**src/rtl/ptt_pkg.sv**
```systemverilog
// Shared types and codes of the programmable transition table.
package ptt_pkg;

    localparam int FieldW = 4;
    localparam int KindW  = 3;
    localparam int CondW  = 3;

    localparam logic [1:0] CMD_ADD_NODE = 2'd0;
    localparam logic [1:0] CMD_ADD_EDGE = 2'd1;
    localparam logic [1:0] CMD_NEXT     = 2'd2;
    localparam logic [1:0] CMD_VALIDATE = 2'd3;

    localparam logic [3:0] ST_OK          = 4'd0;
    localparam logic [3:0] ST_NODES_FULL  = 4'd1;
    localparam logic [3:0] ST_BAD_NODE    = 4'd2;
    localparam logic [3:0] ST_DUPLICATE   = 4'd3;
    localparam logic [3:0] ST_EDGES_FULL  = 4'd4;
    localparam logic [3:0] ST_NO_TRANS    = 4'd5;
    localparam logic [3:0] ST_EMPTY       = 4'd6;
    localparam logic [3:0] ST_MISSING_OP  = 4'd7;
    localparam logic [3:0] ST_UNREACHABLE = 4'd8;

    localparam logic [KindW-1:0] OP_DRAFT  = 3'd0;
    localparam logic [KindW-1:0] OP_VERIFY = 3'd1;
    localparam logic [KindW-1:0] OP_COMMIT = 3'd4;
    localparam logic [KindW-1:0] OP_STOP   = 3'd5;

    localparam logic [CondW-1:0] COND_ALWAYS = 3'd0;

    typedef struct packed {
        logic [FieldW-1:0] from_node;
        logic [FieldW-1:0] to_node;
        logic [CondW-1:0]  condition;
    } t_edge;

    typedef struct packed {
        logic shift;
        logic load;
    } t_cell_ctl;

endpackage

```
**src/rtl/ptt_edge_cell.sv**
```systemverilog
// One cell of the edge ring: holds one edge and hands it to its neighbor.
module ptt_edge_cell (
    input  logic              i_clk,
    input  ptt_pkg::t_cell_ctl i_ctl,
    input  ptt_pkg::t_edge    i_prev,
    input  ptt_pkg::t_edge    i_load,
    output ptt_pkg::t_edge    o_entry
);
    import ptt_pkg::*;

    t_edge r_entry;

    always_ff @(posedge i_clk) begin
        if (i_ctl.load) begin
            r_entry <= i_load;
        end else if (i_ctl.shift) begin
            r_entry <= i_prev;
        end
    end

    assign o_entry = r_entry;
endmodule

```
**src/rtl/ptt_visit_queue.sv**
```systemverilog
// Work queue memory of the reachability walk, registered read.
module ptt_visit_queue #(
    parameter int DEPTH = 16
) (
    input  logic                     i_clk,
    input  logic                     i_wr_en,
    input  logic [$clog2(DEPTH)-1:0] i_wr_addr,
    input  logic [3:0]               i_wr_data,
    input  logic                     i_rd_en,
    input  logic [$clog2(DEPTH)-1:0] i_rd_addr,
    output logic [3:0]               o_rd_data
);
    logic [3:0] r_mem [DEPTH];
    logic [3:0] r_rd_data;

    always_ff @(posedge i_clk) begin
        if (i_wr_en) begin
            r_mem[i_wr_addr] <= i_wr_data;
        end
        if (i_rd_en) begin
            r_rd_data <= r_mem[i_rd_addr];
        end
    end

    assign o_rd_data = r_rd_data;
endmodule

```
**src/rtl/programmable_transition_table_core.sv**
```systemverilog
// Top level of the programmable transition table.
//
// channel  dir  handshake               payload
// s        in   i_s_tvalid/o_s_tready   i_s_tdata  command item
// m        out  o_m_tvalid/i_m_tready   o_m_tdata  result item
//
// Add edge and next lookup rotate the ring of cells that holds the edges once
// past the head cell, one edge per cycle. Validate makes one ring rotation per
// node taken off the queue.
// Reset is synchronous, active low, and clears the counters and control.
// One item is in work at a time; a result waiting on o_m stalls only the
// item after it.
module programmable_transition_table_core #(
    parameter int MAX_NODES = 16,
    parameter int MAX_EDGES = 32
) (
    input  logic        i_clk,
    input  logic        i_rst_n,
    input  logic        i_s_tvalid,
    output logic        o_s_tready,
    input  logic [15:0] i_s_tdata,  // cmd[1:0] op_kind[4:2] from_node[8:5] to_node[12:9] condition[15:13]
    output logic        o_m_tvalid,
    input  logic        i_m_tready,
    output logic [15:0] o_m_tdata   // ok[0] node_id[4:1] status[8:5], zero above
);
    import ptt_pkg::*;

    localparam int NW  = $clog2(MAX_NODES + 1);
    localparam int NIW = $clog2(MAX_NODES);
    localparam int EW  = $clog2(MAX_EDGES + 1);
    localparam int IW  = $clog2(MAX_EDGES);

    typedef enum logic [4:0] {
        S_IDLE  = 5'b00001,
        S_SCAN  = 5'b00010,
        S_POP   = 5'b00100,
        S_STORE = 5'b01000,
        S_DONE  = 5'b10000
    } t_state;

    t_state            r_state;
    logic [1:0]        r_cmd;
    logic [3:0]        r_from;
    logic [3:0]        r_to;
    logic [2:0]        r_cond;
    logic [NW-1:0]     r_node_total;
    logic [EW-1:0]     r_edge_total;
    logic [7:0]        r_has;
    logic [IW-1:0]     r_cnt;
    logic              r_fx;
    logic [3:0]        r_fx_to;
    logic              r_fa;
    logic [3:0]        r_fa_to;
    logic [MAX_NODES-1:0] r_reached;
    logic [NW-1:0]     r_q_head;
    logic [NW-1:0]     r_q_tail;
    logic              r_res_ok;
    logic [3:0]        r_res_id;
    logic [3:0]        r_res_st;
    logic              r_m_valid;
    logic [15:0]       r_m_data;

    t_edge     w_cell [MAX_EDGES];
    t_cell_ctl w_ctl  [MAX_EDGES];
    t_edge     w_load;
    t_edge     w_head;

    logic           w_accept;
    logic [1:0]     w_cmd;
    logic [2:0]     w_op;
    logic [3:0]     w_from;
    logic [3:0]     w_to;
    logic [2:0]     w_cond;
    logic           w_node_ok;
    logic           w_valid;
    logic           w_from_hit;
    logic           w_exact;
    logic           w_alw;
    logic           w_fx_now;
    logic [3:0]     w_fx_to_now;
    logic           w_fa_now;
    logic [3:0]     w_fa_to_now;
    logic           w_last;
    logic [NIW-1:0] w_to_idx;
    logic           w_bfs_hit;
    logic [3:0]     w_q_rdata;
    logic           w_q_wr_en;
    logic [NIW-1:0] w_q_wr_addr;
    logic [3:0]     w_q_wr_data;
    logic           w_q_rd_en;
    logic           w_out_free;

    assign w_cmd  = i_s_tdata[1:0];
    assign w_op   = i_s_tdata[4:2];
    assign w_from = i_s_tdata[8:5];
    assign w_to   = i_s_tdata[12:9];
    assign w_cond = i_s_tdata[15:13];

    assign o_s_tready = (r_state == S_IDLE);
    assign w_accept   = i_s_tvalid && o_s_tready;
    assign w_out_free = !r_m_valid || i_m_tready;
    assign w_node_ok  = (w_cmd == CMD_ADD_NODE) && (r_node_total < NW'(MAX_NODES));

    assign w_load = '{from_node: r_from, to_node: r_to, condition: r_cond};

    // Ring rotates toward cell 0; cell 0 is the head that control examines.
    for (genvar g = 0; g < MAX_EDGES; g++) begin : g_cell
        assign w_ctl[g].shift = (r_state == S_SCAN);
        assign w_ctl[g].load  = (r_state == S_STORE) &&
                                (r_edge_total[IW-1:0] == IW'(g));
        ptt_edge_cell u_cell (
            .i_clk   (i_clk),
            .i_ctl   (w_ctl[g]),
            .i_prev  (w_cell[(g + 1) % MAX_EDGES]),
            .i_load  (w_load),
            .o_entry (w_cell[g])
        );
    end

    assign w_head      = w_cell[0];
    assign w_valid     = EW'(r_cnt) < r_edge_total;
    assign w_from_hit  = w_valid && (w_head.from_node == r_from);
    assign w_exact     = w_from_hit && (w_head.condition == r_cond);
    assign w_alw       = w_from_hit && (w_head.condition == COND_ALWAYS);
    assign w_fx_now    = r_fx || w_exact;
    assign w_fx_to_now = r_fx ? r_fx_to : w_head.to_node;
    assign w_fa_now    = r_fa || w_alw;
    assign w_fa_to_now = r_fa ? r_fa_to : w_head.to_node;
    assign w_last      = (r_cnt == IW'(MAX_EDGES - 1));
    assign w_to_idx    = NIW'(w_head.to_node);
    assign w_bfs_hit   = (r_state == S_SCAN) && (r_cmd == CMD_VALIDATE) && w_valid &&
                         (w_head.from_node == w_q_rdata) && !r_reached[w_to_idx];

    always_comb begin
        w_q_wr_en   = 1'b0;
        w_q_wr_addr = r_q_tail[NIW-1:0];
        w_q_wr_data = w_head.to_node;
        if (w_bfs_hit) begin
            w_q_wr_en = 1'b1;
        end else if (w_accept && (w_cmd == CMD_VALIDATE)) begin
            w_q_wr_en   = 1'b1;
            w_q_wr_addr = '0;
            w_q_wr_data = 4'd0;
        end
    end

    assign w_q_rd_en = (r_state == S_POP) && (r_q_head < r_q_tail);

    ptt_visit_queue #(.DEPTH(MAX_NODES)) u_queue (
        .i_clk     (i_clk),
        .i_wr_en   (w_q_wr_en),
        .i_wr_addr (w_q_wr_addr),
        .i_wr_data (w_q_wr_data),
        .i_rd_en   (w_q_rd_en),
        .i_rd_addr (r_q_head[NIW-1:0]),
        .o_rd_data (w_q_rdata)
    );

    always_ff @(posedge i_clk) begin
        if (!i_rst_n) begin
            r_state      <= S_IDLE;
            r_node_total <= '0;
            r_edge_total <= '0;
            r_has        <= '0;
            r_m_valid    <= 1'b0;
        end else begin
            if (r_m_valid && i_m_tready && (r_state != S_DONE)) begin
                r_m_valid <= 1'b0;
            end
            case (r_state)
                S_IDLE: begin
                    if (w_accept) begin
                        r_cmd    <= w_cmd;
                        r_from   <= w_from;
                        r_to     <= w_to;
                        r_cond   <= w_cond;
                        r_cnt    <= '0;
                        r_fx     <= 1'b0;
                        r_fa     <= 1'b0;
                        r_res_ok <= w_node_ok;
                        r_res_id <= w_node_ok ? 4'(r_node_total) : 4'd0;
                        case (w_cmd)
                            CMD_ADD_NODE: begin
                                r_state <= S_DONE;
                                if (r_node_total >= NW'(MAX_NODES)) begin
                                    r_res_st <= ST_NODES_FULL;
                                end else begin
                                    r_res_st     <= ST_OK;
                                    r_has[w_op]  <= 1'b1;
                                    r_node_total <= r_node_total + 1'b1;
                                end
                            end
                            CMD_ADD_EDGE: begin
                                if ((NW'(w_from) >= r_node_total) ||
                                    (NW'(w_to) >= r_node_total) ||
                                    ((MAX_NODES < 16) &&
                                     ((w_from >= 4'(MAX_NODES)) ||
                                      (w_to >= 4'(MAX_NODES))))) begin
                                    r_res_st <= ST_BAD_NODE;
                                    r_state  <= S_DONE;
                                end else begin
                                    r_state <= S_SCAN;
                                end
                            end
                            CMD_NEXT: begin
                                r_state <= S_SCAN;
                            end
                            default: begin
                                if (r_node_total == '0) begin
                                    r_res_st <= ST_EMPTY;
                                    r_state  <= S_DONE;
                                end else if (!r_has[OP_DRAFT] || !r_has[OP_VERIFY] ||
                                             !r_has[OP_COMMIT] || !r_has[OP_STOP]) begin
                                    r_res_st <= ST_MISSING_OP;
                                    r_state  <= S_DONE;
                                end else begin
                                    // Node 0 starts reached.
                                    r_reached    <= MAX_NODES'(1);
                                    r_q_head     <= '0;
                                    r_q_tail     <= NW'(1);
                                    r_state      <= S_POP;
                                end
                            end
                        endcase
                    end
                end
                S_SCAN: begin
                    r_cnt   <= w_last ? '0 : r_cnt + 1'b1;
                    r_fx    <= w_fx_now && !w_last;
                    r_fx_to <= w_fx_to_now;
                    r_fa    <= w_fa_now && !w_last;
                    r_fa_to <= w_fa_to_now;
                    if (w_bfs_hit) begin
                        r_reached[w_to_idx] <= 1'b1;
                        r_q_tail            <= r_q_tail + 1'b1;
                    end
                    if (w_last) begin
                        case (r_cmd)
                            CMD_ADD_EDGE: begin
                                if (w_fx_now) begin
                                    r_res_st <= ST_DUPLICATE;
                                    r_state  <= S_DONE;
                                end else if (r_edge_total >= EW'(MAX_EDGES)) begin
                                    r_res_st <= ST_EDGES_FULL;
                                    r_state  <= S_DONE;
                                end else begin
                                    r_res_ok <= 1'b1;
                                    r_res_st <= ST_OK;
                                    r_state  <= S_STORE;
                                end
                            end
                            CMD_NEXT: begin
                                r_state <= S_DONE;
                                if (w_fx_now) begin
                                    r_res_ok <= 1'b1;
                                    r_res_id <= w_fx_to_now;
                                    r_res_st <= ST_OK;
                                end else if (w_fa_now) begin
                                    r_res_ok <= 1'b1;
                                    r_res_id <= w_fa_to_now;
                                    r_res_st <= ST_OK;
                                end else begin
                                    r_res_st <= ST_NO_TRANS;
                                end
                            end
                            default: begin
                                r_state <= S_POP;
                            end
                        endcase
                    end
                end
                S_POP: begin
                    // Read data lands in time for the start of the rotation.
                    if (r_q_head < r_q_tail) begin
                        r_q_head <= r_q_head + 1'b1;
                        r_state  <= S_SCAN;
                    end else begin
                        r_res_ok <= (r_q_tail == r_node_total);
                        r_res_st <= (r_q_tail == r_node_total) ? ST_OK : ST_UNREACHABLE;
                        r_state  <= S_DONE;
                    end
                end
                S_STORE: begin
                    r_edge_total <= r_edge_total + 1'b1;
                    r_state      <= S_DONE;
                end
                S_DONE: begin
                    if (w_out_free) begin
                        r_m_valid <= 1'b1;
                        r_m_data  <= {7'd0, r_res_st, r_res_id, r_res_ok};
                        r_state   <= S_IDLE;
                    end
                end
                default: begin
                    r_state <= S_IDLE;
                end
            endcase
        end
    end

    assign o_m_tvalid = r_m_valid;
    assign o_m_tdata  = r_m_data;

    a_edge_total_bound: assert property (@(posedge i_clk) disable iff (!i_rst_n)
        r_edge_total <= EW'(MAX_EDGES))
        else $error("edge count beyond table depth");

    a_tail_bound: assert property (@(posedge i_clk) disable iff (!i_rst_n)
        (r_state == S_SCAN && r_cmd == CMD_VALIDATE) |-> r_q_tail <= NW'(MAX_NODES))
        else $error("visit queue overrun");

    a_store_room: assert property (@(posedge i_clk) disable iff (!i_rst_n)
        (r_state == S_STORE) |-> (r_edge_total < EW'(MAX_EDGES)))
        else $error("edge store with full table");

    a_busy_after_accept: assert property (@(posedge i_clk) disable iff (!i_rst_n)
        (i_s_tvalid && o_s_tready) |=> !o_s_tready)
        else $error("second transaction taken while busy");
endmodule
```
**config.mk**
```make
export PLATFORM = sky130hd
export DESIGN_NAME = programmable_transition_table_core
export DESIGN_NICKNAME = d
export VERILOG_FILES = /design/src/rtl/ptt_pkg.sv /design/src/rtl/ptt_edge_cell.sv /design/src/rtl/ptt_visit_queue.sv /design/src/rtl/programmable_transition_table_core.sv
export SDC_FILE = /design/constraint.sdc
export NUM_CORES = 1
export LEC_CHECK = 0
export BUFFER_PORTS_ARGS = -buffer_cell sky130_fd_sc_hd__buf_4
export CAP_MARGIN = 10
export CORE_MARGIN = 4
export CORE_UTILIZATION = 65
export CTS_CLUSTER_SIZE = 20
export DETAILED_ROUTE_END_ITERATION = 8
export GPL_TIMING_DRIVEN = 1
export PLACE_DENSITY = 0.9
export SETUP_SLACK_MARGIN = 0.15
export SYNTH_ARGS = -nofsm -noshare
export SYNTH_HDL_FRONTEND = slang
export SYNTH_SLANG_ARGS = --single-unit
```
**constraint.sdc**
```tcl
create_clock -name i_clk -period 8.45 [get_ports i_clk]
set_clock_uncertainty 0.2 [all_clocks]
set_input_delay 1.2675 -clock i_clk [delete_from_list [all_inputs] [get_ports i_clk]]
set_output_delay 1.2675 -clock i_clk [all_outputs]
set_load 0.01 [all_outputs]
```
=== After elaboration in Yosys (flattened, before gate mapping) ===
Memory sizes are Yosys's and may differ from the RTL's. A register that Yosys moved wholly into a read port is not among the register bits.
Index checks and enable logic that the tools add are counted.

* Memory bits (writable): 64
* Output and inout bits: 18
* Logic and storage cells: 467
* Memories kept: 1
* Bits in registers: 449
* Bits of input ports: 20

* $lt $le $gt $ge: 11
* Bitwise gates (word level): 3
* Reductions and logical operators: 114
* $add $sub $neg: 5
* Eq/ne operators: 66
* Muxes and demuxes: 150

{| class="wikitable"
|+ Memories
! memory !! depth !! bits a word !! read ports !! clocked after memory_dff !! write ports !! RTL line !! text
|-
| u_queue.r_mem || 16 || 4 || 1 || 1 || 1 || ptt_visit_queue.sv:13 || <nowiki>logic [3:0] r_mem [DEPTH];</nowiki>
|}

{| class="wikitable"
|+ Operator list
! kind !! number
|-
| 11-bit 2-to-1 mux || 64
|-
| 5-bit 2-to-1 mux || 21
|-
| 5-bit == test (second input constant) || 18
|-
| 16-bit 2-to-1 mux || 5
|-
| 4-bit 2-to-1 mux || 19
|-
| 2-bit nonzero test || 34
|-
| 1-bit logical AND || 49
|-
| 5-bit by 4-bit == test with 1-bit output (second input constant) || 9
|-
| 5-bit one-hot mux with 2 select lines || 4
|-
| 16-bit one-hot mux with 2 select lines || 1
|-
| 5-bit by 3-bit == test with 1-bit output (second input constant) || 5
|-
| 5-bit one-hot mux with 5 select lines || 1
|-
| 4-bit one-hot mux with 3 select lines || 2
|-
| 5-bit by 1-bit adder with 5-bit output (second input constant) || 4
|-
| 1-bit 2-to-1 mux || 19
|-
| 2-bit inequality test (second input constant) || 9
|-
| 9-bit AND reduction || 2
|-
| 16-bit OR || 1
|-
| 4-bit one-hot mux with 2 select lines || 2
|-
| 5-bit by 2-bit == test with 1-bit output (second input constant) || 3
|-
| 3-bit inequality test (second input constant) || 5
|-
| 5-bit one-hot mux with 3 select lines || 1
|-
| 7-bit AND reduction || 2
|-
| 3-bit 2-to-1 mux || 4
|-
| 39 further kinds || 65
|}

=== Depth between registers and ports, before layout ===
* Depth after elaboration: 9
* Depth in mapped cells: 10
* Gate-level depth less buffers: 8

=== Cells and area by module ===
From an unflattened synthesis, not the netlist that was laid out.

* Cell total of the unflattened synthesis: 1397
* Area, all modules: 24036.8 um^2

{| class="wikitable"
|+ By module, submodules not included
! module !! seq. area each (um^2) !! cells an instance !! instances !! area an instance (um^2)
|-
| ptt_edge_cell || 330.3 || 24 || 32 || 505.5
|-
| programmable_transition_table_core || 2582.5 || 499 || 1 || 5154.9
|-
| ptt_visit_queue || 2042.0 || 130 || 1 || 2706.3
|}

=== Worst setup path before layout ===
No wires, ideal clock.

* Path kind: input-to-reg
* From: input port i_s_tdata[1]
* To: register r_q_tail[0] (enable)
* Cell stages on the path: 6
* Required time: 7.819 ns
* Arrival time: 3.491 ns
* Setup slack: 4.328 ns
* Buffers on the path: 1
* Library setup time: 0.431 ns
* Cells stage by stage: clkbuf_1 and3_1 nand2_1 nor2_1 inv_1 a21boi_0

* Cells in the longest elaborated chain, start to end: 4
* Elaborated cells between the ends (all ways): 6
* Classes of those cells: eq/ne: 3; reduce/logical: 3

{| class="wikitable"
|+ Ends and longest elaborated chain
! what !! RTL line !! text
|-
| start: declaration || programmable_transition_table_core.sv:21 || <nowiki>input logic [15:0] i_s_tdata,</nowiki>
|-
| 2-bit == test (tied with other cells) || programmable_transition_table_core.sv:182 || <nowiki>case (w_cmd)</nowiki>
|-
| 3-bit OR reduction (no line) (*) || - ||
|-
| 2-bit inequality test (no line) (*) || - ||
|-
| 7-bit AND reduction (no line) (*) || - ||
|-
| end signal: assignment || programmable_transition_table_core.sv:235 || <nowiki>r_q_tail <= r_q_tail + 1'b1;</nowiki>
|-
| end: declaration || programmable_transition_table_core.sv:56 || <nowiki>logic [NW-1:0] r_q_tail;</nowiki>
|}

Every way passes the cells marked *; elsewhere a longest branch is shown, timed or not.
A chain may end at the register's enable or synchronous reset.

=== Worst setup path after layout ===
* From: register r_q_tail[2]
* To: register r_res_st[3] (enable)

* Cells in the longest elaborated chain, start to end: 3

{| class="wikitable"
|+ Ends and longest elaborated chain
! what !! RTL line !! text
|-
| 5-bit < comparator || programmable_transition_table_core.sv:274 || <nowiki>if (r_q_head < r_q_tail) begin</nowiki>
|-
| 2-bit inequality test (no line) || - ||
|-
| 9-bit AND reduction (no line) || - ||
|-
| end signal: assignment || programmable_transition_table_core.sv:279 || <nowiki>r_res_st <= (r_q_tail == r_node_total) ? ST_OK : ST_UNREACHABLE;</nowiki>
|-
| end: declaration || programmable_transition_table_core.sv:59 || <nowiki>logic [3:0] r_res_st;</nowiki>
|}

No other way between the ends.

==> impl_metrics.tcl <==
set metrics [dict create \
    status "complete, no violations" \
    synth_area_leader_cell "edfxtp_1" \
    drtIter0Drc 1436 \
    wl_per_cell_um 23.6 \
    netlist_instances 1436 \
    synthAdderAreaFrac_pct 1.70 \
    synthesis.area_um2 22900 \
    arrival_ps 3700 \
    dieArea_um2 38200 \
    ctsRootBufferMaster "clkbuf_16" \
    clockBufferDepth 3 \
    fin_tns_setup_ps 0 \
    synthArstFlopShare_pct 0 \
    cp-start-kind "flip-flop" \
    worst_pin_slew_ps 1240 \
    hpwlAfterDp_mm 27.8 \
    worst_slack_ps 4790 \
    p_sw_mw 1.10 \
    fin_area_um2 24900 \
    drt-vias-per-instance 6.49 \
    cp_data_required_time_ps 8490 \
    worstSetupStartpoint "r_q_tail[2]" \
    port-buffer-count 30 \
    yosysMostFrequentCell "edfxtp_1" \
    grt_pass1_vias 12600 \
    dp_slack_ps 4860 \
    p_int_mw 4.13 \
    cp-end-kind "flip-flop" \
    track_usage_pct 23.5 \
    cts_tree "done" \
    area_growth_pct 8.93 \
    criticalPathCategory "flip-flop to flip-flop" \
    post-route-drc-count 0 \
    p_seq_share_pct 54.7 \
    power_density_nw_per_um2 210 \
    dr.pass1.iters 5 \
    clkPwrFrac_pct 41.7 \
    ir_drop_v 0.000231 \
    ys.warnings.count 0 \
    cp_slowest_stage_delay_ps 640 \
    r2r-start "r_q_tail[2]" \
    synth_top_family_by_area "multiplexers" \
    synth_edf_count 492 \
    insertion_delay_ps 580 \
    clk_pin_slew_worst_paths_ps 60 \
    ys_seq_area_share_pct 66.5 \
    synthXorXnorAreaFrac_pct 1.23 \
    vias 12500 \
    use_met2_pct 36.7 \
    synthDistinctLibCells 58 \
    grt_overflow 0 \
    wirelength_mm 45.4 \
    ant_nets 0 \
    cts_buffers 50 \
    rsz0062_at_grt "no" \
    synth_area_per_cell_um2 15.9 \
    yosys.area_share.simple_pct 5.76 \
    clock-sinks 513 \
    core_um2 34600 \
    cp_top_family "simple AND/OR/NAND/NOR gates" \
    cp.buffers_inverters 1 \
    p_comb_share_pct 3.7 \
    synth_compound_area_share_pct 2.12 \
    setup_viol 0 \
    switching_share_pct 21.0 \
    dpl_cell_area_um2 23300 \
    grt-busiest-layer "met2" \
    critPathMaxFanout 12 \
    synthTopCellsByCount "edfxtp_1, mux2_2, nand2_1, clkbuf_1, nor2_1" \
    fp.dieW_um 196 \
    synth.area.top_cells "edfxtp_1, mux2_2, mux4_2" \
    fin_crit_sh_pct 43.3 \
    synth_seq_cells 513 \
    antenna_found_initial 1 \
    slew_viol_final 0 \
    drv_cap 0 \
    fin_crit_ps 3660 \
    synth.area.mux_share_pct 20.3 \
    multi_input_area_um2 7140 \
    fmax_ghz 0.273 \
    grt_util_met3_pct 4.62 \
    crit_path_top_delay_cell "edfxtp_1" \
    ys.flop_type "edfxtp_1" \
    layout-drive-gt1-share_pct 34.2 \
    grt_max_degree 67 \
    nets 1477 \
    htree_levels 2 \
    cts_hold_buf 0 \
    start_util_pct 66.0 \
    fillers 1901 \
    crit_path_cell_trace "clkinv_1 -> ha_1 -> nand2_1 -> o21ai_0 -> a31oi_1 -> and2_1 -> or4_1 -> a21oi_1" \
    use_met1_pct 34.0 \
    final_hold_viol_count 0 \
    cts_post_setup_buffers_inserted 0 \
    synthDominantCellAreaShare_pct 64.6 \
    row_count 68 \
    hp-class "flip-flop to flip-flop" \
    hold_start "r_res_st[0]" \
    grt_pass1_wl_mm 71.6 \
    die_h_um 196 \
    cts_resized 0 \
    leakage_nw 8.58 \
    seqCellArea_um2 15200 \
    max_slew_margin_pct 17.0 \
    io_pins 38 \
    routabilityCongestion 0.909 \
]
==> cell families after synthesis <==
logic type                 Yosys count
AOI/OAI and AO/OA                   76
buffers and inverters              128
muxes                              389
other                                1
and+or+nand+nor                    266
DFF                                513
xor gates and xnor gates            32
adders and majority gates           31
==> worst register-to-register path, cell delays in order (launching register included) <==
cell      delay (ps)
edfxtp_1         640
clkinv_1         450
ha_1             450
nand2_1           60
o21ai_0          150
a31oi_1          120
and2_1           270
or4_1            630
a21oi_1          360
==> final timing paths <==
check	to	slack, ps	cells after the start
max reg2reg	r_res_st[3]	4790	8
min reg2reg	o_m_tdata[5]	270	0
max	r_res_st[3]	4790	8
min	o_m_tdata[5]	270	0
==> routing by layer <==
metal | vias up | wire length (um)
met4 | 2 | 1430
met1 | 6224 | 18700
met3 | 134 | 3840
met5 | - | 11
li1 | 5422 | -
met2 | 672 | 21400
==> cell type report <==
| type | instances | share of cell area, % |
|---|---|---|
| Sequential cell | 513 | 61.0 |
| Multi-Input combinational cell | 801 | 28.7 |
| Clock buffer | 69 | 5.80 |
| Tap cell | 455 | 2.29 |
| Timing Repair Buffer | 40 | 1.29 |
| Clock inverter | 20 | 0.598 |
| Inverter | 20 | 0.301 |
| Antenna cell | 1 | 0.0100 |
==> power groups by stage <==
| stage | clock [mW] | combinational (mW) | sequential, mW |
|---|---|---|---|
| 6_report | 2.18 | 0.191 | 2.86 |
| 3_3_place_gp | 0 | 0.175 | 2.91 |
| 4_1_cts | 2.19 | 0.188 | 2.86 |
| 5_1_grt | 2.31 | 0.208 | 2.86 |
| 3_5_place_dp | 0 | 0.185 | 2.91 |
| 2_1_floorplan | 0 | 0.132 | 2.89 |
==> registers in the layout, summed over array words and instances (netlist names), 5 cells and up <==
| signal | cells |
|---|---|
| r_q_tail | 5 |
| r_reached | 16 |
| r_edge_total | 6 |
| r_cnt | 5 |
| r_node_total | 5 |
| o_m_tdata | 9 |
| r_state | 5 |
| r_q_head | 5 |
| g_cell.u_cell.o_entry | 352 |
| u_queue.r_mem | 64 |
==> metrics by stage <==
| stage | cells | hold WS (ps) | total power, mW | util (%) |
|---|---|---|---|---|
| after floorplan | 1442 | 200 | 3.02 | - |
| after global placement | 1828 | 244 | 3.08 | 67.2 |
| final | 1919 | 272 | 5.23 | 71.9 |
| after global routing | 1918 | 279 | 5.38 | 71.9 |
| after CTS | 1917 | 267 | 5.24 | 71.8 |
| after detailed placement | 1828 | 224 | 3.10 | 67.2 |
==> placed cells by master, fill, tap and decap left out, types with 3 or more instances in the layout <==
cell type  netlist  routed
clkinv_2         0       7
nor4_2           3       3
mux2_2         353     353
xor2_1          18      18
nor2_1          49      49
nand2_1        103     103
a21oi_1         17      17
mux2_1           7       7
mux2i_1          5       5
xnor2_1         14      14
clkbuf_8         0       8
a41oi_1          3       3
o21a_1           4       4
ha_1            31      31
and3b_1          3       3
o21ai_0         18      18
nor4_1           9       9
clkbuf_16        0      52
clkbuf_1        75       9
nor3_1          17      17
conb_1           1       7
nor2b_1         14      14
or3_1            3       3
dfxtp_1         21      21
nor3_2           4       4
edfxtp_1       492     492
and3_1          10      10
inv_1           19      19
nand3_1         10      10
mux4_2          24      24
nand3b_1         5       5
nand2b_1         8       8
o211a_1          4       4
a31oi_1         11      11
and2_1          16      16
buf_4            8      39
clkinv_1         1       9
No activity file was read; power rests on OpenSTA's default activity.
